`config.mk`:
```
export PLATFORM = sky130hd
export DESIGN_NAME = dhe_div
export DESIGN_NICKNAME = d
export VERILOG_FILES = /design/src/sv/dhe_pkg.sv /design/src/sv/dhe_div.sv
export SDC_FILE = /design/constraint.sdc
export NUM_CORES = 1
export LEC_CHECK = 0
export BUFFER_PORTS_ARGS = -buffer_cell sky130_fd_sc_hd__buf_2
export CORE_MARGIN = 4
export CORE_UTILIZATION = 36
export CTS_BUF_LIST = sky130_fd_sc_hd__clkbuf_4 sky130_fd_sc_hd__clkbuf_8
export CTS_CLUSTER_DIAMETER = 200
export CTS_CLUSTER_SIZE = 12
export DETAILED_ROUTE_END_ITERATION = 6
export PLACE_DENSITY_LB_ADDON = 0.15
export SETUP_SLACK_MARGIN = 0.02
export SKIP_CTS_REPAIR_TIMING = 1
export SLEW_MARGIN = 10
export SYNTH_ARGS = -nofsm -noshare
export SYNTH_HDL_FRONTEND = slang
export SYNTH_SLANG_ARGS = --single-unit
```
`constraint.sdc`:
```
create_clock -name clk -period 4.65 [get_ports clk]
set_clock_uncertainty 0.15 [all_clocks]
set_input_delay 0.2325 -clock clk [delete_from_list [all_inputs] [get_ports clk]]
set_output_delay 0.2325 -clock clk [all_outputs]
set_load 0.03 [all_outputs]
```
`src/sv/dhe_pkg.sv`:
```
// Shared types and constants for the depth histogram equalizer.
// No dependencies; imported by every module of the block.
package dhe_pkg;

	localparam int DEPTH_BINS = 16384;
	localparam int COUNT_BITS = 20;
	localparam int ADDR_W     = $clog2(DEPTH_BINS);
	localparam int LIM_W      = $clog2(DEPTH_BINS + 1);
	localparam int CFG_W      = 15;
	localparam int DEPTH_W    = 14;
	localparam int CMP_W      = (LIM_W > CFG_W) ? LIM_W : CFG_W;
	localparam int INTENS_W   = 9;
	localparam int STEP_W     = $clog2(INTENS_W + 1);

	localparam logic [CFG_W-1:0]      MAXD_RESET = CFG_W'(10000);
	localparam logic [COUNT_BITS-1:0] COUNT_MAX  = {COUNT_BITS{1'b1}};
	localparam logic [ADDR_W-1:0]     IDX_LAST   = ADDR_W'(DEPTH_BINS - 1);
	localparam logic [CMP_W-1:0]      BINS_CMP   = CMP_W'(DEPTH_BINS);

	localparam logic ACT_ACCUM = 1'b0;
	localparam logic ACT_MAP   = 1'b1;

	typedef enum logic [3:0] {
		ST_CLEAR,
		ST_IDLE,
		ST_MAP_RD,
		ST_MAP_OUT,
		ST_ACC_CHK,
		ST_ACC_WR,
		ST_FIN_RD,
		ST_FIN_ACC,
		ST_FIN_LOAD,
		ST_FIN_DIV,
		ST_FIN_WR
	} dhe_state_t;

	typedef struct packed {
		logic start;
		logic in_action;
		logic pix_valid;
		logic last;
		logic fin_zero;
		logic div_done;
	} dhe_stat_t;

	typedef struct packed {
		logic              busy;
		logic              latch;
		logic              use_idx;
		logic              bin_rd;
		logic              bin_wr;
		logic              bin_inc;
		logic              map_rd;
		logic              map_wr;
		logic              map_entry;
		logic              cnt_inc;
		logic              cnt_clr;
		logic              cum_upd;
		logic              div_start;
		logic              out_load;
		logic [ADDR_W-1:0] idx;
	} dhe_ctrl_t;

endpackage

```
`src/sv/dhe_div.sv`:
```
// Shared restoring divider: quotient bits of floor(256*num/den), one per cycle.
// Depends on dhe_pkg. Requires num <= den and den != 0.
module dhe_div (
	input  logic                          clk,
	input  logic                          arst_n,
	input  logic                          start,
	input  logic [dhe_pkg::COUNT_BITS-1:0] num,
	input  logic [dhe_pkg::COUNT_BITS-1:0] den,
	output logic [dhe_pkg::INTENS_W-1:0]   quot,
	output logic                          done
);
	import dhe_pkg::*;

	logic [COUNT_BITS:0]   rem_q;
	logic [INTENS_W-1:0]   quot_q;
	logic [STEP_W-1:0]     step_q;
	logic                  run_q;
	logic                  done_q;
	logic                  ge;
	logic [COUNT_BITS:0]   diff;

	assign ge   = rem_q >= {1'b0, den};
	assign diff = ge ? (rem_q - {1'b0, den}) : rem_q;

	always_ff @(posedge clk or negedge arst_n) begin
		if (!arst_n) begin
			run_q  <= 1'b0;
			done_q <= 1'b0;
			step_q <= '0;
		end else begin
			done_q <= run_q && !start && (step_q == STEP_W'(1));
			if (start) begin
				run_q  <= 1'b1;
				step_q <= STEP_W'(INTENS_W);
			end else if (run_q) begin
				step_q <= step_q - 1'b1;
				if (step_q == STEP_W'(1)) begin
					run_q  <= 1'b0;
				end
			end
		end
	end

	// remainder stays below den after each subtract, so the shift fits
	always_ff @(posedge clk) begin
		if (start) begin
			rem_q  <= {1'b0, num};
			quot_q <= '0;
		end else if (run_q) begin
			rem_q  <= {diff[COUNT_BITS-1:0], 1'b0};
			quot_q <= {quot_q[INTENS_W-2:0], ge};
		end
	end

	assign quot = quot_q;
	assign done = done_q;

endmodule

```
==> metrics.cfg <==
[outcome]
status = completed

[layout]
fill_cells = 806
diodes = 0
drive_gt1_frac = 0.216
area_growth_syn_to_layout_pct = 14.1
stdcell_area_um2 = 3350
nets = 435

[setup_path]
cp_data_required_time_ns = 4.56
worst-setup-path-type = flop to flop
cp-end-kind = flop
crit_path_start_kind = flop
arrival_ns = 3.17
cp_max_fo = 16

[die]
ios = 53
core_um2 = 7810
initial_utilization = 0.376
rows = 32
die_height_um = 98.3
die-area_um2 = 9660
chipWidth_um = 98.3

[timing]
hold_viol = 0
setup_tns_ns = 0
fin_crit_ns = 3.26
min_period_over_period = 0.700
rsz0062_at_grt = false
finalSetupViolCount = 0
fmax_ghz = 0.307
worst_slew_pin_slew_ns = 0.712
max_slew_margin = 0.525
whs_ns = 0.0646
slew_violations = 0

[pwr]
combPwrFrac = 0.605
p_seq_frac = 0.279
internal-power_mw = 1.14
finalPower_mw = 2.08
p_sw_frac = 0.451
pwr-share-clk = 0.116
power_leakage_nw = 1.58
switchingPower_mw = 0.937
irDropWorstVdd_v = 0.000199
power_density_nw_per_um2 = 621

[synthesis]
synthMuxAreaShare = 0.0461
synth.ff_latch_count = 36
synth_top_family_by_area = compound AO/OA/AOI/OAI gates
ys_warn_count = 0
ys.flop_type = edfxtp_1
async_flop_share = 0.167
ys_seq_area_frac = 0.324
synth_cell_type_count = 62
syn-instance-count = 321
synth-compound-area-share = 0.215
yosys.area_share.adder = 0.101
synthSimpleGateAreaFrac = 0.201
synthXorXnorAreaFrac = 0.0478
synth_nets = 387
synth_edf_count = 20
avgSynthCellArea_um2 = 9.14
syn-cell-area_um2 = 2930

[global_route]
overflow = 0
antenna_found_initial = 0
grt_pass1_vias = 2350
grt_pass1_wl_um = 11700
grt_max_degree = 43
grt_usage = 0.147

[drt]
vias = 2447
drc = 0
dr.first_iter.drc_count = 118
vias_per_cell = 5.18
postRouteAntennaNets = 0
wl_um = 6930
first_pass_iters = 4
wl_per_cell_um = 14.7

[placement]
placed_area_um2 = 3250
io_buffers = 52
hpwl_um = 5070
gp_congestion = 0.816

[clock_tree]
root_buffer = clkbuf_8
cts_tree = done
clockBufferDepth = 2
clk_pin_slew_ns = 0.09
htree_levels = 2
numClockSinks = 36
cts_buffers = 5
clk_latency_ns = 0.30

[worst_hold_path]
hp-class = primary input to flop

[flow_run]
maxCapViolations = 0

[cell type report]
type,instances,area (µm²),share of cell area
Sequential cell,36,951,0.284
Clock buffer,5,68.8,0.0206
Clock inverter,3,21.3,0.00636
Inverter,27,101,0.0303
Tap cell,102,128,0.0381
Multi-Input combinational cell,244,1790,0.535
Timing Repair Buffer,55,285,0.0852
[metal layers]
| metal | share of wire | routed length [µm] | global-route usage | vias to the layer above |
|---|---|---|---|---|
| met5 | 0 | 0 | 0 | - |
| met4 | 0.020 | 138 | 0.0473 | 0 |
| met3 | 0.046 | 320 | 0.0314 | 12 |
| met2 | 0.44 | 3020 | 0.225 | 48 |
| met1 | 0.50 | 3450 | 0.208 | 1118 |
| li1 | - | - | - | 1269 |
[path summary, 6_finish.rpt]
check / from / end / slack [ns] / depth (start not counted)
max reg2reg: rem_q[6]$_DFFE_PP_ / rem_q[13]$_DFFE_PP_ / 1.39 / 9
max in group asynchronous: arst_n / step_q[1]$_DFFE_PN0P_ / 4.08 / 2
min reg2reg: rem_q[20]$_SDFFE_PP0P_ / rem_q[20]$_SDFFE_PP0P_ / 0.33 / 2
min: num[3] / rem_q[3]$_DFFE_PP_ / 0.06 / 3
max: rem_q[6]$_DFFE_PP_ / rem_q[13]$_DFFE_PP_ / 1.39 / 9
min in group asynchronous: arst_n / step_q[2]$_DFFE_PN0P_ / 0.12 / 2
[cells by family (layout without fill, tap and decap cells)]
logic type	count (synthesis)	count (layout)
AO/OA/AOI/OAI	83	83
buffers and inverters	41	90
XOR/XNOR	16	16
AND/OR/NAND/NOR	109	109
flip-flops	36	36
adder cells (fa/ha/maj)	23	23
multiplexers	13	13
[critical path: stages, from the launching register on]
cell	delay, ns
edfxtp_1	0.40
ha_1	0.42
a211oi_4	0.31
nand2b_1	0.10
o21ai_2	0.17
o21ai_2	0.18
a211oi_4	0.58
buf_4	0.33
nor4_1	0.09
a221o_1	0.29
[state kept, by name (all words and copies together), names as in the netlist]
name / flops
rem_q: 21
quot: 9
step_q: 4
done: 1
run_q: 1
[metrics by stage]
step,util,cells,worst slack (ns)
floorplan,-,321,1.82
global placement,0.416,463,1.45
detailed placement,0.416,463,1.37
CTS,0.427,471,1.36
global route,0.429,472,1.21
finish,0.429,472,1.39
[layout by cell type, fill, tap and decap left out, drive strengths merged, types with 3 or more instances in the layout]
| cell type | instances |
|---|---|
| dfxtp | 10 |
| o311ai | 8 |
| nor3 | 5 |
| clkbuf | 5 |
| nor4 | 5 |
| and2 | 4 |
| nand2 | 28 |
| a211oi | 7 |
| nand3b | 7 |
| nand3 | 4 |
| nor3b | 3 |
| buf | 54 |
| mux2i | 12 |
| a21o | 7 |
| nand2b | 4 |
| a221o | 6 |
| xor2 | 10 |
| nor2 | 22 |
| a21oi | 16 |
| xnor2 | 6 |
| or3 | 5 |
| dfrtp | 6 |
| nor2b | 8 |
| o211ai | 5 |
| and3 | 7 |
| o21a | 3 |
| ha | 22 |
| o21ai | 15 |
| edfxtp | 20 |
| inv | 29 |
[cells in the mapped netlist, types with 7 or more instances]
cell type | number | area, µm²
nand2_1 | 28 | 105
inv_1 | 27 | 101
ha_1 | 22 | 275
nor2_1 | 21 | 78.8
edfxtp_1 | 20 | 601
a21oi_1 | 16 | 80.1
mux2i_1 | 12 | 120
dfxtp_1 | 10 | 200
o21ai_0 | 10 | 50.1
xor2_1 | 10 | 87.6
nor2b_1 | 8 | 50.1
o311ai_0 | 8 | 70.1
nand3b_1 | 7 | 52.6
[power groups by stage]
stage	clock, mW	combinational (mW)	sequential, mW
6_report	0.240	1.26	0.579
5_1_grt	0.268	1.41	0.596
4_1_cts	0.253	1.26	0.581
3_5_place_dp	0	1.26	0.587
3_3_place_gp	0	1.25	0.587
2_1_floorplan	0	1.03	0.569
(Power assumes the default switching activity.)
