==> config.mk <==
export PLATFORM = sky130hd
export DESIGN_NAME = dhe_seq
export DESIGN_NICKNAME = d
export VERILOG_FILES = /design/src/sv/dhe_pkg.sv /design/src/sv/dhe_seq.sv
export SDC_FILE = /design/constraint.sdc
export NUM_CORES = 1
export LEC_CHECK = 0
export BUFFER_PORTS_ARGS = -buffer_cell sky130_fd_sc_hd__buf_2
export CAP_MARGIN = 25
export CORE_AREA = 2 2 52 54
export CTS_CLUSTER_SIZE = 24
export DETAILED_ROUTE_END_ITERATION = 8
export DIE_AREA = 0 0 54 56
export PLACE_DENSITY_LB_ADDON = 0.15
export SLEW_MARGIN = 5
export SYNTH_ARGS = -nofsm -noshare
export SYNTH_HDL_FRONTEND = slang
export SYNTH_SLANG_ARGS = --single-unit
==> constraint.sdc <==
create_clock -name clk -period 1.6 [get_ports clk]
set_input_delay 0.16 -clock clk [delete_from_list [all_inputs] [get_ports clk]]
set_output_delay 0.16 -clock clk [all_outputs]
set_load 0.02 [all_outputs]
==> src/sv/dhe_pkg.sv <==
// Shared types and constants for the depth histogram equalizer.
// No dependencies; imported by every module of the block.
package dhe_pkg;

	localparam int DEPTH_BINS = 16384;
	localparam int COUNT_BITS = 20;
	localparam int ADDR_W     = $clog2(DEPTH_BINS);
	localparam int LIM_W      = $clog2(DEPTH_BINS + 1);
	localparam int CFG_W      = 15;
	localparam int DEPTH_W    = 14;
	localparam int CMP_W      = (LIM_W > CFG_W) ? LIM_W : CFG_W;
	localparam int INTENS_W   = 9;
	localparam int STEP_W     = $clog2(INTENS_W + 1);

	localparam logic [CFG_W-1:0]      MAXD_RESET = CFG_W'(10000);
	localparam logic [COUNT_BITS-1:0] COUNT_MAX  = {COUNT_BITS{1'b1}};
	localparam logic [ADDR_W-1:0]     IDX_LAST   = ADDR_W'(DEPTH_BINS - 1);
	localparam logic [CMP_W-1:0]      BINS_CMP   = CMP_W'(DEPTH_BINS);

	localparam logic ACT_ACCUM = 1'b0;
	localparam logic ACT_MAP   = 1'b1;

	typedef enum logic [3:0] {
		ST_CLEAR,
		ST_IDLE,
		ST_MAP_RD,
		ST_MAP_OUT,
		ST_ACC_CHK,
		ST_ACC_WR,
		ST_FIN_RD,
		ST_FIN_ACC,
		ST_FIN_LOAD,
		ST_FIN_DIV,
		ST_FIN_WR
	} dhe_state_t;

	typedef struct packed {
		logic start;
		logic in_action;
		logic pix_valid;
		logic last;
		logic fin_zero;
		logic div_done;
	} dhe_stat_t;

	typedef struct packed {
		logic              busy;
		logic              latch;
		logic              use_idx;
		logic              bin_rd;
		logic              bin_wr;
		logic              bin_inc;
		logic              map_rd;
		logic              map_wr;
		logic              map_entry;
		logic              cnt_inc;
		logic              cnt_clr;
		logic              cum_upd;
		logic              div_start;
		logic              out_load;
		logic [ADDR_W-1:0] idx;
	} dhe_ctrl_t;

endpackage

==> src/sv/dhe_seq.sv <==
// Sequencer for the equalizer: clear sweep, pixel steps and the finalize walk.
// Depends on dhe_pkg; drives the datapath in the top level through dhe_ctrl_t.
module dhe_seq (
	input  logic               clk,
	input  logic               arst_n,
	input  dhe_pkg::dhe_stat_t stat,
	output dhe_pkg::dhe_ctrl_t ctrl
);
	import dhe_pkg::*;

	dhe_state_t        state_q, state_d;
	logic [ADDR_W-1:0] idx_q;
	logic              idx_last;

	assign idx_last = idx_q == IDX_LAST;

	always_ff @(posedge clk or negedge arst_n) begin
		if (!arst_n) begin
			state_q <= ST_CLEAR;
			idx_q   <= '0;
		end else begin
			state_q <= state_d;
			if (state_q == ST_CLEAR || state_q == ST_FIN_WR) begin
				idx_q <= idx_last ? '0 : idx_q + 1'b1;
			end
		end
	end

	always_comb begin
		state_d = state_q;
		unique case (state_q)
			ST_CLEAR:    state_d = idx_last ? ST_IDLE : ST_CLEAR;
			ST_IDLE: begin
				if (stat.start) begin
					state_d = (stat.in_action == ACT_MAP) ? ST_MAP_RD : ST_ACC_CHK;
				end
			end
			ST_MAP_RD:   state_d = ST_MAP_OUT;
			ST_MAP_OUT:  state_d = ST_IDLE;
			ST_ACC_CHK: begin
				if (stat.pix_valid) state_d = ST_ACC_WR;
				else state_d = stat.last ? ST_FIN_RD : ST_IDLE;
			end
			ST_ACC_WR:   state_d = stat.last ? ST_FIN_RD : ST_IDLE;
			ST_FIN_RD:   state_d = ST_FIN_ACC;
			ST_FIN_ACC:  state_d = stat.fin_zero ? ST_FIN_WR : ST_FIN_LOAD;
			ST_FIN_LOAD: state_d = ST_FIN_DIV;
			ST_FIN_DIV:  state_d = stat.div_done ? ST_FIN_WR : ST_FIN_DIV;
			ST_FIN_WR:   state_d = idx_last ? ST_IDLE : ST_FIN_RD;
			default:     state_d = ST_CLEAR;
		endcase
	end

	always_comb begin
		ctrl      = '0;
		ctrl.idx  = idx_q;
		ctrl.busy = state_q != ST_IDLE;
		unique case (state_q)
			ST_CLEAR: begin
				ctrl.use_idx = 1'b1;
				ctrl.bin_wr  = 1'b1;
				ctrl.map_wr  = 1'b1;
			end
			ST_IDLE:     ctrl.latch = stat.start;
			ST_MAP_RD:   ctrl.map_rd = 1'b1;
			ST_MAP_OUT:  ctrl.out_load = 1'b1;
			ST_ACC_CHK:  ctrl.bin_rd = stat.pix_valid;
			ST_ACC_WR: begin
				ctrl.bin_wr  = 1'b1;
				ctrl.bin_inc = 1'b1;
				ctrl.cnt_inc = 1'b1;
			end
			ST_FIN_RD: begin
				ctrl.use_idx = 1'b1;
				ctrl.bin_rd  = 1'b1;
			end
			ST_FIN_ACC: begin
				// bin is zeroed for the next frame as it is summed
				ctrl.use_idx = 1'b1;
				ctrl.bin_wr  = 1'b1;
				ctrl.cum_upd = 1'b1;
			end
			ST_FIN_LOAD: ctrl.div_start = 1'b1;
			ST_FIN_DIV:  ctrl.div_start = 1'b0;
			ST_FIN_WR: begin
				ctrl.use_idx   = 1'b1;
				ctrl.map_wr    = 1'b1;
				ctrl.map_entry = 1'b1;
				ctrl.cnt_clr   = idx_last;
			end
			default:     ctrl.busy = 1'b1;
		endcase
	end

endmodule

==> results of run 1 <==
[synthesized netlist by cell type (2+ instances only)]
cell,count,area (sq um)
a22o_1,2,17.5
nand2_1,13,48.8
nand4_1,3,18.8
clkbuf_1,4,15.0
xor2_1,4,35.0
and3_1,3,18.8
nand2b_1,4,25.0
buf_2,3,15.0
a21oi_1,4,20.0
nand3_1,5,25.0
o21ai_0,5,25.0
a2bb2oi_1,2,17.5
or3_1,2,12.5
inv_1,3,11.3
nor3_1,6,30.0
a31oi_1,2,12.5
o22ai_1,3,18.8
o221ai_1,2,17.5
nor2_1,15,56.3
dfrtp_1,18,450
xnor2_1,4,35.0
[cell type report]
| cell class | instances | area share, % |
|---|---|---|
| sequential | 18 | 25.0 |
| tap | 30 | 2.06 |
| inverter | 3 | 0.757 |
| multi-input combinational | 101 | 42.0 |
| timing repair buffer | 73 | 29.0 |
| clock buffer | 3 | 1.24 |
[cells in the final DEF, fill, tap and decap left out, drive strengths merged, types with 2 or more instances in the layout]
cell type,Yosys,layout
a31oi,2,2
inv,3,3
o21ai,5,5
xnor2,5,5
xor2,4,4
a21oi,4,4
nor3,7,7
or3,2,2
dfrtp,18,18
clkbuf,4,3
buf,5,72
nand2,14,14
a22o,2,2
o22ai,3,3
and3,3,3
nand3,6,6
o221ai,2,2
nand4,3,3
nand2b,4,4
a2bb2oi,2,2
nor2,15,15
[worst min path at each step]
stage | from | endpoint | cells after the start
2_1_floorplan | arst_n | idx_q[0] | 0
3_3_place_gp | arst_n | idx_q[6] | 1
3_5_place_dp | arst_n | idx_q[6] | 1
4_1_cts | stat[4] | state_q[2] | 3
5_1_grt | stat[1] | state_q[1] | 4
6_report | stat[4] | state_q[2] | 3
[flip-flops by register name, summed over array words and instances (netlist names)]
register	flops
state_q	4
idx_q	14
[metal layers]
metal / global-route usage [%] / vias up / wire length [microns]
met2: 32.2 / 48 / 1900
met4: 8.57 / 0 / 93
met5: 0 / - / 0
li1: - / 608 / -
met3: 3.49 / 13 / 171
met1: 32.7 / 620 / 1680
[cell families (layout without fill, tap and decap cells)]
group           Yosys count  in the layout
simple gates             62             62
compound gates           28             28
flops                    18             18
buf+inv                  12             79
xor+xnor                  9              9
fa+ha+maj                 1              1
mux                       1              1
[tightest hold or removal path: stages]
cell,delay (ps)
buf_2,100
a2bb2oi_1,170
a21oi_1,80
[per-stage QoR]
| step | power (mW) | area [sq um] |
|---|---|---|
| 3_5_place_dp | 2.18 | 1420 |
| 5_1_grt | 3.46 | 1820 |
| 4_1_cts | 2.67 | 1590 |
| 2_1_floorplan | 1.75 | 1170 |
| 6_report | 3.26 | 1820 |
| 3_3_place_gp | 2.16 | 1420 |
[power by group through the flow]
stage	Clock [mW]	Sequential [mW]	Combinational, mW
after CTS	0.232	0.711	1.73
after detailed placement	0	0.740	1.44
after global routing	0.263	0.719	2.48
after floorplan	0	0.739	1.01
after global placement	0	0.730	1.43
final	0.226	0.703	2.33
[timing repair]
item                                   4_1_cts  5_1_grt
setup buffers                                9       17
gates resized for setup                     25       22
endpoints found under the hold margin       18        0
pin swaps                                    3        6
hold buffers                                 1        0
setup endpoints to repair                   14       19
==> flow_summary.toml, run 1 <==
[run_status]
status = "finished, violations left"
violations = "setup timing"

[synth]
synthFlopType = "dfrtp_1"
synth_top_family_by_area = "simple AND/OR/NAND/NOR gates"
ys_seq_area_share_pct = 38.7
synth_simple_gate_area_share_pct = 29.3
synthArstFlopShare_pct = 100
yosys.area_share.adder_pct = 1.07
netlist_area_sq_mm = 0.00116
synth_compound_area_share_pct = 16.5
syn-num-nets = 140
yosys-mux-area-fraction_pct = 0.859
synth_edf_count = 0
yosys_warnings = 0
synth_area_per_cell_sq_um = 8.89
synth_cells = 131
synth_seq_cells = 18
yosysUniqueCellTypes = 45
synthXorXnorAreaFrac_pct = 8.38

[worst_setup_path]
crit_chain = "ha_2 -> and3_1 -> nand4bb_1 -> buf_6 -> nor3_4 -> buf_6"
critPathMaxFanout = 2
r2r_cells = 7
r2r_slack_ps = -60
startpoint_type = "register"
r2r_end = "idx_q[7]"
path_depth = 6
cp.buffers_inverters = 2
cp-startpoint = "idx_q[1]"
critical_path_arrival_ps = 1590
crit_top_cell = "buf_6"
crit_path_end_kind = "output port"
r2r_start = "idx_q[1]"
path_delay_family = "simple AND/OR/NAND/NOR gates"
cpPeakStageDelay_ps = 380
critPathSlowestCell = "dfrtp_1"
cp-endpoint = "ctrl[17]"
crit_type = "reg -> out"
critPathRequiredTime_ps = 1440

[cells_and_area]
seq_area_sq_um = 454
finalNetCount = 209
fillers = 182
multiInputGateArea_sq_um = 763
antennaDiodeCount = 0
utilization_pct = 74.7
syn2layout_area_growth_pct = 56.1
drive_gt1_share_pct = 52.5
instances_no_fill = 228

[floorplanning]
dieArea_sq_mm = 0.00302
rows = 18
core_area_sq_mm = 0.00243
die_y_microns = 56
die_w_microns = 54
start_util_pct = 47.9
pin_count = 36

[power]
peakVddDrop_v = 0.00124
p_sw_share_pct = 44.2
powerDensity_mw_per_mm2 = 1790
p_sw_mw = 1.44
p_clk_share_pct = 6.9
p_int_mw = 1.82
p_seq_share_pct = 21.6
p_comb_share_pct = 71.5
cellLeakagePower_nw = 0.897

[clocking]
path_clk_slew_ps = 100
cts_tree = "done"
numCtsBuffers = 3
clock-sinks = 18
htreeDepth = 1
cts-root-buf = "clkbuf_4"
clockBufferDepth = 2
clock_latency_ps = 290

[global_routing]
grt_pass1_wl_mm = 5.09
antenna_found_initial = 0
grt_overflow = 0
grt_pass1_vias = 1096
grtUsageTotal_pct = 22.3
grt_max_degree = 19

[timing]
post-route-min-period_ps = 1750
finalWorstSetupSlack_ps = -146
slew_headroom_pct = 72.4
skew_ps = 5.17
worstMarginPinSlew_ps = 414
fin_setup_tns_ps = -505
rsz0062_at_grt = "true"
fmax_ghz = 0.573
min_period_over_period_pct = 109
drv_slew = 0
hold_viol_final = 0
finalSetupViolCount = 13
holdWs_ps = 250

[routing]
vias = 1289
remaining_drc_errors = 0
firstDrtPassIters = 4
drtIter0Drc = 31
viasPerCell = 5.65
detail_route.wl_per_cell_microns = 16.9
routed_wl_mm = 3.85
ant_nets = 0

[place]
dp_hpwl_mm = 2.20
post-place-cells = 198
place_ws_ps = 51.9
port_buffers = 35
routabilityCongestion = 0.854

[hold_path]
min_path_type = "in -> reg"

[run]
drv_cap = 0
Note: power is estimated with default switching activity, not from simulation.
==> inputs of run 2 (changes only) <==
--- a/config.mk
+++ b/config.mk
@@ -7,10 +7,12 @@
 export LEC_CHECK = 0
 export BUFFER_PORTS_ARGS = -buffer_cell sky130_fd_sc_hd__buf_2
 export CAP_MARGIN = 25
-export CORE_AREA = 2 2 52 54
+export CELL_PAD_IN_SITES_DETAIL_PLACEMENT = 0
+export CELL_PAD_IN_SITES_GLOBAL_PLACEMENT = 1
+export CORE_AREA = 2 2 60 62
 export CTS_CLUSTER_SIZE = 24
 export DETAILED_ROUTE_END_ITERATION = 8
-export DIE_AREA = 0 0 54 56
+export DIE_AREA = 0 0 62 64
 export PLACE_DENSITY_LB_ADDON = 0.15
 export SLEW_MARGIN = 5
 export SYNTH_ARGS = -nofsm -noshare
==> flow_summary.toml, run 2 (synthesis gave the netlist of run 1 again) <==
[run_status]
status = "finished, violations left"
violations = "setup timing"

[worst_setup_path]
crit_top_cell = "buf_6"
critical_path_arrival_ps = 1510
critPathSlowestCell = "dfrtp_1"
crit_path_end_kind = "output port"
crit_type = "reg -> out"
critPathRequiredTime_ps = 1440
cpPeakStageDelay_ps = 370
startpoint_type = "register"
path_depth = 6
crit_chain = "ha_2 -> and3_1 -> nand4bb_1 -> buf_6 -> nor3_4 -> buf_6"
r2r_cells = 7
cp.buffers_inverters = 2
path_delay_family = "flip-flops"
critPathMaxFanout = 2

[timing]
holdWs_ps = 239
rsz0062_at_grt = "true"
hold_viol_final = 0
min_period_over_period_pct = 104
finalSetupViolCount = 7
post-route-min-period_ps = 1670
slew_headroom_pct = 73.0
drv_slew = 0
skew_ps = 3.38
finalWorstSetupSlack_ps = -70.9
worstMarginPinSlew_ps = 405
fmax_ghz = 0.598

[cells_and_area]
design_area_sq_mm = 0.00194
largest_register_ffs = 14
largest_register = "idx_q"
antennaDiodeCount = 0
syn2layout_area_growth_pct = 66.5
layout_common_cells = "buf_4, buf_2, buf_6"
finalNetCount = 215
reg.largest.list = "idx_q x14, state_q x4"
instances_no_fill = 251
layout_commonest_cell = "buf_4"
utilization_pct = 59.0
drive_gt1_share_pct = 56.6

[routing]
remaining_drc_errors = 0
detail_route.wl_per_cell_microns = 14.4
routed_wl_mm = 3.60
firstDrtPassIters = 4
vias = 1286
viasPerCell = 5.12
drtIter0Drc = 28
ant_nets = 0

[global_routing]
grt_pass1_wl_mm = 5.35
grt_max_degree = 19
grtUsageTotal_pct = 18.1
antenna_found_initial = 0
grt_pass1_vias = 1122
grt_overflow = 0

[power]
cellLeakagePower_nw = 0.933
peakVddDrop_v = 0.00101
powerDensity_mw_per_mm2 = 1750

[place]
dp_hpwl_mm = 2.30
post-place-cells = 218
routabilityCongestion = 0.809
place_area_sq_mm = 0.00147
port_buffers = 35
place_ws_ps = 20.0

[floorplanning]
rows = 21
die_y_microns = 64
core_area_sq_mm = 0.00328
die_w_microns = 62
start_util_pct = 35.5
pin_count = 36
dieArea_sq_mm = 0.00397

[clocking]
clock-sinks = 18
cts-root-buf = "clkbuf_4"
numCtsBuffers = 3
cts_tree = "done"
path_clk_slew_ps = 100
htreeDepth = 1
clockBufferDepth = 2
clock_latency_ps = 300

[hold_path]
min_path_type = "in -> reg"
worstHoldPathCells = 5

[run]
drv_cap = 0
-- run 2: worst reg2reg max path, cell delays in order, from the launching register on --
cell and delay, ps:
dfrtp_2 470, buf_6 140, buf_4 130, buf_4 150
nor4bb_2 160, a311oi_1 250, a211o_1 150, a31oi_1 70
-- run 2: layout make-up --
cell class                      count  area [sq um]
Timing Repair Buffer               79           604
Sequential cell                    18           455
Inverter                            3          11.3
Clock buffer                        4          36.3
Tap cell                           46          57.6
Fill cell                         302          1350
Multi-Input combinational cell    101           774
-- run 2: per-stage QoR --
stage                     total power [mW]  TNS (ps)
after floorplan                       1.75         0
after global placement                2.25         0
after detailed placement              2.26         0
after CTS                             2.88      -254
after global routing                  3.61     -1090
final                                 3.40      -245
-- run 2: routing by layer --
| layer | GRT usage, % | up-vias | wire length, microns |
|---|---|---|---|
| met5 | 0 | - | 0 |
| li1 | - | 617 | - |
| met3 | 2.02 | 11 | 117 |
| met2 | 30.5 | 44 | 1970 |
| met4 | 8.78 | 0 | 121 |
| met1 | 21.9 | 614 | 1390 |
-- run 2: timing repair --
item | in CTS | in global routing
setup endpoints to repair | 15 | 23
gates resized for setup | 20 | 40
setup buffers | 14 | 14
pin swaps | 10 | 11
hold endpoints to repair | 18 | 0
cloned | 0 | 0
hold buffers | 1 | 0
-- run 2: worst paths after layout --
kind	end	slack (ps)	start
setup / recovery	ctrl[17]	-70	idx_q[1]
hold / removal	state_q[1]	240	stat[0]
setup reg to reg	state_q[1]	-30	state_q[2]
hold reg to reg	idx_q[13]	500	idx_q[13]
max in group asynchronous	state_q[1]	980	arst_n
min in group asynchronous	idx_q[6]	310	arst_n
-- run 2: where the power goes --
| part | internal [mW] | total, mW | switching (mW) |
|---|---|---|---|
| registers | 0.570 | 0.716 | 0.147 |
| clock network | 0.139 | 0.289 | 0.150 |
| logic | 1.23 | 2.39 | 1.16 |
| total | 1.94 | 3.40 | 1.45 |
